### config.mk
export PLATFORM = sky130hd
export DESIGN_NAME = dss_cell
export DESIGN_NICKNAME = d
export VERILOG_FILES = /design/src/rtl/core/dss_pkg.sv /design/src/rtl/core/dss_cell.sv
export SDC_FILE = /design/constraint.sdc
export NUM_CORES = 1
export LEC_CHECK = 0
export BUFFER_PORTS_ARGS = -buffer_cell sky130_fd_sc_hd__buf_2
export CORE_ASPECT_RATIO = 0.7
export CORE_MARGIN = 1.5
export CORE_UTILIZATION = 55
export DETAILED_ROUTE_END_ITERATION = 10
export PLACE_DENSITY = 0.84
export SYNTH_ARGS = -nofsm -noshare
export SYNTH_HDL_FRONTEND = slang
export SYNTH_SLANG_ARGS = --single-unit
### constraint.sdc
create_clock -name clk -period 7.81 [get_ports clk]
set_input_delay 1.562 -clock clk [delete_from_list [all_inputs] [get_ports clk]]
set_output_delay 1.562 -clock clk [all_outputs]
set_load 0.01 [all_outputs]
### src/rtl/core/dss_pkg.sv
// Package for the diagnostic slice scheduler: payload structs, codes, cell bus.
// No dependencies.
`default_nettype none
package dss_pkg;
  typedef enum logic [1:0] {FN_LOAD = 2'd0, FN_POLL = 2'd1, FN_REPORT = 2'd2} func_e;
  localparam logic [2:0] ACT_NONE = 3'd0;
  localparam logic [2:0] ACT_IO = 3'd1;
  localparam logic [2:0] ACT_DISPATCH = 3'd2;
  localparam logic [2:0] ACT_CHECK = 3'd3;
  localparam logic [2:0] ACT_REPORT = 3'd4;
  localparam logic [2:0] ACT_LOAD = 3'd5;
  localparam logic [1:0] SRC_NONE = 2'd0;
  localparam logic [1:0] SRC_OVERDUE = 2'd1;
  localparam logic [1:0] SRC_IO_LATE = 2'd2;
  localparam logic [1:0] SRC_BAD = 2'd3;
  localparam logic [0:0] REG_DISPATCH_INTERVAL = 1'd0;
  localparam logic [0:0] REG_CHECK_INTERVAL = 1'd1;
  // Test status codes; anything above loop complete is a bad outcome.
  localparam logic [1:0] ST_RUNNING = 2'd0;
  localparam logic [1:0] ST_LOOP_DONE = 2'd1;
  localparam logic [1:0] ST_OTHER = 2'd2;
  localparam logic [1:0] ST_OTHER_HIGH = 2'd3;

  typedef struct packed {
    logic [1:0]  func;
    logic [31:0] system_time;
    logic        io_due;
    logic        io_check_ok;
    logic [3:0]  entry_index;
    logic [31:0] start_slice;
    logic [31:0] period_slices;
    logic [31:0] limit_slices;
    logic [1:0]  test_status;
    logic [31:0] run_time_us;
  } in_item_t;

  typedef struct packed {
    logic [2:0]  action;
    logic [3:0]  test_index;
    logic        fault;
    logic [1:0]  fault_source;
    logic [31:0] worst_span;
    logic [31:0] current_slice;
  } out_item_t;

  // Token passed cell to cell during a sweep.
  typedef enum logic [2:0] {OP_IDLE = 3'd0, OP_PICK = 3'd1, OP_CHECK = 3'd2,
                            OP_BUMP = 3'd3} op_e;
  typedef struct packed {
    op_e         op;
    logic        found;    // pick: an earlier cell matched
    logic        overdue;  // check: some cell is overdue
    logic [31:0] slice;    // slice count for compares
  } tok_t;

  // Broadcast commands from the control to every cell.
  typedef struct packed {
    logic        load;     // load entry
    logic        advance;  // add step to trigger
    logic        done;     // loop complete record
    logic        dur;      // record duration
    logic [3:0]  sel;      // addressed cell
    logic [31:0] a;
    logic [31:0] b;
    logic [31:0] c;
  } cmd_t;
endpackage
`default_nettype wire

### src/rtl/core/dss_cell.sv
// One test-table entry of the scheduler chain; registers its token to the next cell.
// Depends on dss_pkg.
`default_nettype none
module dss_cell #(
  parameter int unsigned IDX = 0,
  parameter int unsigned IW = 4
) (
  input  wire logic          clk,
  input  wire logic          rst_n,
  input  wire dss_pkg::cmd_t cmd,
  input  wire dss_pkg::tok_t tok_in,
  output dss_pkg::tok_t      tok_out,
  output logic [31:0]        step_o,
  output logic [31:0]        span_o
);
  import dss_pkg::*;
  logic [31:0] trig_r, step_r, lim_r, done_sl_r, max_r, dur_r;
  logic        once_r;
  tok_t        tok_r, tok_nxt;
  logic        me;
  logic [31:0] span;

  assign me = (cmd.sel == IW'(IDX));
  assign span = cmd.a - done_sl_r;

  always_comb begin
    tok_nxt = tok_in;
    unique case (tok_in.op)
      OP_PICK:  if (trig_r == tok_in.slice) tok_nxt.found = 1'b1;
      OP_CHECK: if ((tok_in.slice - done_sl_r) > lim_r) tok_nxt.overdue = 1'b1;
      default: ;
    endcase
  end

  always_ff @(posedge clk) begin
    if (!rst_n) begin
      tok_r <= '0;
      trig_r <= '0; step_r <= '0; lim_r <= '0; done_sl_r <= '0;
      max_r <= '0; dur_r <= '0; once_r <= 1'b0;
    end else begin
      tok_r <= tok_nxt;
      // bump lower-priority entries sharing the old slice
      if (tok_in.op == OP_BUMP && IW'(IDX) > cmd.sel && trig_r == tok_in.slice)
        trig_r <= trig_r + 32'd1;
      if (me && cmd.load) begin
        trig_r <= cmd.a; step_r <= cmd.b; lim_r <= cmd.c;
        done_sl_r <= '0; max_r <= '0; dur_r <= '0; once_r <= 1'b0;
      end
      if (me && cmd.advance) trig_r <= trig_r + step_r;
      if (me && cmd.done) begin
        if (span > max_r && once_r) max_r <= span;
        once_r <= 1'b1;
        done_sl_r <= cmd.a;
      end
      if (me && cmd.dur) dur_r <= cmd.b;
    end
  end

  assign tok_out = tok_r;
  assign step_o = step_r;
  assign span_o = (me && cmd.done && span > max_r && once_r) ? span : max_r;
  // duration is kept as table state only
  logic unused_dur;
  assign unused_dur = ^dur_r;
endmodule
`default_nettype wire

Word-level counts from Yosys, hierarchy flattened
Cells that the tools add are included.
- register bits after elaboration: 198
- output and inout port bits: 101
- add/sub/neg operators: 4
- magnitude comparators: 3
- eq/ne operators: 4
- muxes and demuxes: 15
- reduce and logical (&&, ||, !) cells: 11
- operators with widths (kind ; number):
    32-bit two-way mux ; 9
    32-bit > comparator ; 2
    32-bit subtractor ; 2
    32-bit by 1-bit adder with 32-bit output, second input constant ; 1
    32-bit adder ; 1
    32-bit equality test ; 1
    1-bit logical AND ; 8
    3-bit by 2-bit equality test with 1-bit output, second input constant ; 2
    1-bit two-way mux ; 6
    1-bit by 4-bit > comparator with 1-bit output, first input constant ; 1
    4-bit logical NOT ; 1
    3-bit by 1-bit equality test with 1-bit output, second input constant ; 1
    3-bit nonzero test ; 1
    2-bit nonzero test ; 1

Logic depth before layout (Yosys ltp)
- word-level depth: 6
- gate-level depth with buffers: 23

Least setup slack after synthesis
No wires, ideal clock.
- path type: input port to output port
- start: input port cmd[64] (netlist bit)
- end: output port span_o[11]
- arrival: 5.742 ns
- slack: 0.506 ns
- stages on the path: 20
- cells stage by stage: inv_1 > ha_1 > fa_1 > nor2b_1 > o2111a_1 > o21ai_0 > a31oi_1 > o41ai_2 > o21bai_1 > a221oi_1 > xnor2_1 > ha_1 > nand4_1 > or3_1 > nor2_1 > a21oi_1 > o21a_1 > a31oi_1 > clkbuf_1 > a21o_1
- word-level cells in the longest chain between the ends: 5
- RTL lines (element ; line ; RTL):
    start: declaration ; dss_cell.sv:10 ; input wire dss_pkg::cmd_t cmd,
    32-bit subtractor * ; dss_cell.sv:24 ; assign span = cmd.a - done_sl_r;
    32-bit > comparator ; dss_cell.sv:61 ; assign span_o = (me && cmd.done && span > max_r && once_r) ? span : max_r;
    1-bit logical AND (2 in series) ; dss_cell.sv:61 ;
    32-bit two-way mux * ; dss_cell.sv:61 ;
    end: declaration ; dss_cell.sv:14 ; output logic [31:0] span_o
Every way passes the cells marked *; elsewhere a longest branch is shown, timed or not.

Worst setup path after layout
- start: input port cmd[71] (netlist bit)
- end: output port span_o[25]
Same word-level chain as after synthesis.

==> summary.md <==
| Metric | Value |
|---|---|
| Total Wirelength | `42310 um` |
| Initial antenna violation count | `4` |
| Crit path kind | `primary input to output pin` |
| Compound-Gate Fraction of Synth Area | `24.83%` |
| Post-route clock period utilization | `98.46%` |
| Multi-input logic area | `9039 um2` |
| CP startpoint kind | `primary input` |
| Worst-path clk slew | `0.07 ns` |
| Synth area leaders | `dfxtp_1, ha_1, a21oi_1, nand2_1, xnor2_1` |
| Final Hold Fails | `0` |
| CTS sink cnt | `198` |
| Total GRT Usage | `31.96%` |
| Detailed Route Iter0 Violations | `1119` |
| Hold depth | `2` |
| Total gr overflow | `0` |
| Final HPWL DP | `32280 um` |
| Starting Density | `56.73%` |
| Hold path startpoint | `lim_r[25]$_SDFFE_PN0P_` |
| Adder-Cell Fraction of Synth Area | `14.87%` |
| RR Startpoint | `done_sl_r[0]$_SDFFE_PN0P_` |
| Maxcap violations | `0` |
| Cell variety after synth | `69` |
| Net count after synthesis | `2011` |
| Length of the first detailed-routing pass in iterations | `5` |
| CP Data Required Time | `6.25 ns` |
| Vias in the first global route | `12610` |
| Fin crit period | `7.690 ns` |
| Simple-gate area share of the yosys netlist | `17.92%` |
| Routed length per placed instance | `18.62 um` |
| Relative max-transition margin | `12.37%` |
| Async set-reset flop share out of synthesis | `0%` |
| Final setup TNS | `0 ns` |
| Clock Tree Buf Depth | `2` |
| Synthesized instance count | `1708` |
| Least-Margin Pin Slew | `1.310 ns` |
| Worst Path Arrival | `6.13 ns` |
| Final hold slack | `0.4576 ns` |
| Critical path's largest stage delay | `0.38 ns` |
| Worst reg2reg endpoint | `tok_out[32]$_SDFF_PN0_` |
| IO Pins | `244` |
| H-tree depth | `4` |
| Leak | `0.007071 uW` |
| Slew Viols, Final | `0` |
| Vias per cell | `5.985` |
| Final Setup Violations | `0` |
| Warnings from Yosys | `0` |
| Row count | `47` |
| Vert. Die Dim | `134.6 um` |
| Worst R2R Setup Slack | `2.20 ns` |
| Nets@finish | `2239` |
| CP max-delay cell | `or3_1` |
| Share of post-route cells with drive strength above 1 | `17.65%` |
| TritonCTS clock tree | `yes` |
| Syn_area_per_cell | `7.969 um2` |
| Worst Skew | `0.01333 ns` |
| Global-route wire length before repair | `64470 um` |
| Chip width | `191.0 um` |
| Fmax | `130.0 MHz` |
| PD cells | `155.0 nW/um2` |
| Area Overhead vs Synth | `17.46%` |
| Commonest non-fill, non-tap cell in the layout | `buf_2` |
| Register Area | `3964 um2` |
| Critical path cell sequence | `buf_2 > ha_1 > or3_1 > a21oi_2 > nand4b_1 > a31oi_1 > buf_4 > o41ai_4 > buf_4 > o31ai_2 > a21o_1 > a31oi_1 > xnor2_1 > ha_1 > nand4_1 > or3_4 > nor2_4 > a21oi_2 > o21a_1 > a31o_4 > buf_12 > and2_1 > a21o_1 > buf_2` |
| Critical Path Fanout Max | `25` |
| CTS buffer count | `17` |
| Worst min-delay path endpoint | `lim_r[25]$_SDFFE_PN0P_` |
| Vias | `13610` |
| Post-route setup slack | `0.1200 ns` |
| Skew-Pair Late Insertion Delay | `0.46 ns` |
| Worst Hold Class | `register to register` |
| Commonest cells after routing, fill and taps aside | `buf_2, dfxtp_1, nand2_1` |
| Max VDD drop | `195.9 uV` |
| Placer Congestion | `0.9653` |
| Root buffer cell | `clkbuf_16` |
| Filler Cells Inserted | `2021` |
| Status | `completed` |
| Hold-fix buffers, CTS | `0` |
| Yosys top cell by area | `dfxtp_1` |
| Mapped Area | `13610 um2` |
| Yosys reg bits | `198` |
| Worst r2r path cells | `20` |
| Port Buffer Count | `242` |
| Pre-CTS setup slack | `0.004835 ns` |
| Post-synthesis mux area share | `0.5699%` |
| Main combinational cell family by area after synthesis | `compound AO/OA/AOI/OAI gates` |
| Top-area cell type share of the netlist area | `29.12%` |
| DRC violations left | `0` |
| Post-Synth XOR/XNOR Area | `7.400%` |
| Die area | `25720 um2` |
| Post-synth top flop | `dfxtp_1` |
| Largest net degree at the start of global routing | `69` |
| Crit end category | `output pin` |
| Routed Antenna Nets | `0` |
| Core footprint | `23990 um2` |
| Sequential share of the synthesized area | `29.12%` |
| Post-synth EDFFs | `0` |
==> report_power, final <==
part / internal, uW / switching, uW
Sequential: 1030 / 13.6
Combinational: 216 / 290
Clock: 495 / 434
==> cells by family (layout without fill, tap and decap cells) <==
kind of cell	count (synthesis)	after routing
xor gates and xnor gates	115	115
and+or+nand+nor	521	521
AOI/OAI and AO/OA	516	516
adders and majority gates	160	160
DFF	198	198
muxes	7	7
other	0	6
buffers and inverters	191	432
==> worst max path at each step <==
| stage | start | to | cells after the start |
|---|---|---|---|
| after floorplan | cmd[64] | span_o[11] | 20 |
| after global placement | cmd[64] | span_o[25] | 26 |
| after detailed placement | cmd[64] | span_o[25] | 26 |
| after CTS | cmd[65] | span_o[25] | 23 |
| after global routing | cmd[71] | span_o[25] | 24 |
| final | cmd[71] | span_o[25] | 24 |
==> synth_stat cells, types with 6 or more instances <==
cell type	number
mux2_2	6
a221oi_1	7
dfxtp_1	198
a211oi_1	13
o21bai_1	15
nand2_1	196
a21oi_1	175
xor2_1	40
nor2_1	114
clkbuf_1	63
nand2b_1	16
nand3_1	19
o21ai_0	69
nor2b_1	17
a22oi_1	34
nor3_1	38
nor4_1	10
o221ai_1	6
and2_1	61
xnor2_1	75
o31ai_1	8
a311oi_1	6
and3_1	9
inv_1	124
o21a_1	35
ha_1	157
o22ai_1	10
a31oi_1	12
a21o_1	72
a32o_1	9
nand4_1	23
==> timing repair <==
item	CTS	global route
cloned	0	1
setup buffers	0	1
setup endpoints to repair	28	32
pin swaps	1	5
resized for setup	3	19
==> layer usage <==
layer | part of all wire (%) | vias to the layer above | GRT usage (%) | wire [um]
met5 | 0.031 | - | 0 | 13
met4 | 2.6 | 2 | 10.80 | 1120
met3 | 9.6 | 82 | 6.965 | 4060
met2 | 44 | 632 | 50.40 | 18480
met1 | 44 | 6377 | 43.20 | 18640
li1 | - | 6512 | - | -
==> critical path, delay by kind of cell <==
family,cells,cell delay [ns]
buffers and inverters,5,0.79
adder cells (fa/ha/maj),2,0.61
AO/OA/AOI/OAI,10,1.70
AND/OR/NAND/NOR,6,1.28
XOR/XNOR,1,0.14
==> sequential cells by signal (all words and copies together) (netlist names) <==
register and cells:
once_r 1, tok_out 37, done_sl_r 32, max_r 32
lim_r 32, trig_r 32, step_o 32
==> cell type report <==
class,count,area share [%]
Sequential cell,198,24.79
Multi-Input combinational cell,1319,56.53
Clock inverter,12,0.8765
Tap cell,318,2.489
Antenna cell,6,0.09391
Clock buffer,20,2.856
Timing Repair Buffer,276,9.438
Inverter,124,2.919
==> metrics by stage <==
step | utilization (%) | area (um2) | total power [uW] | std cells
3_3_place_gp | 63.55 | 15250 | 1531 | 2233
5_1_grt | 66.58 | 15980 | 2575 | 2268
3_5_place_dp | 63.55 | 15250 | 1549 | 2233
4_1_cts | 66.07 | 15850 | 2468 | 2265
2_1_floorplan | - | 13610 | 1387 | 1708
6_report | 66.64 | 15990 | 2478 | 2273
No activity file was read; power rests on OpenSTA's default activity.
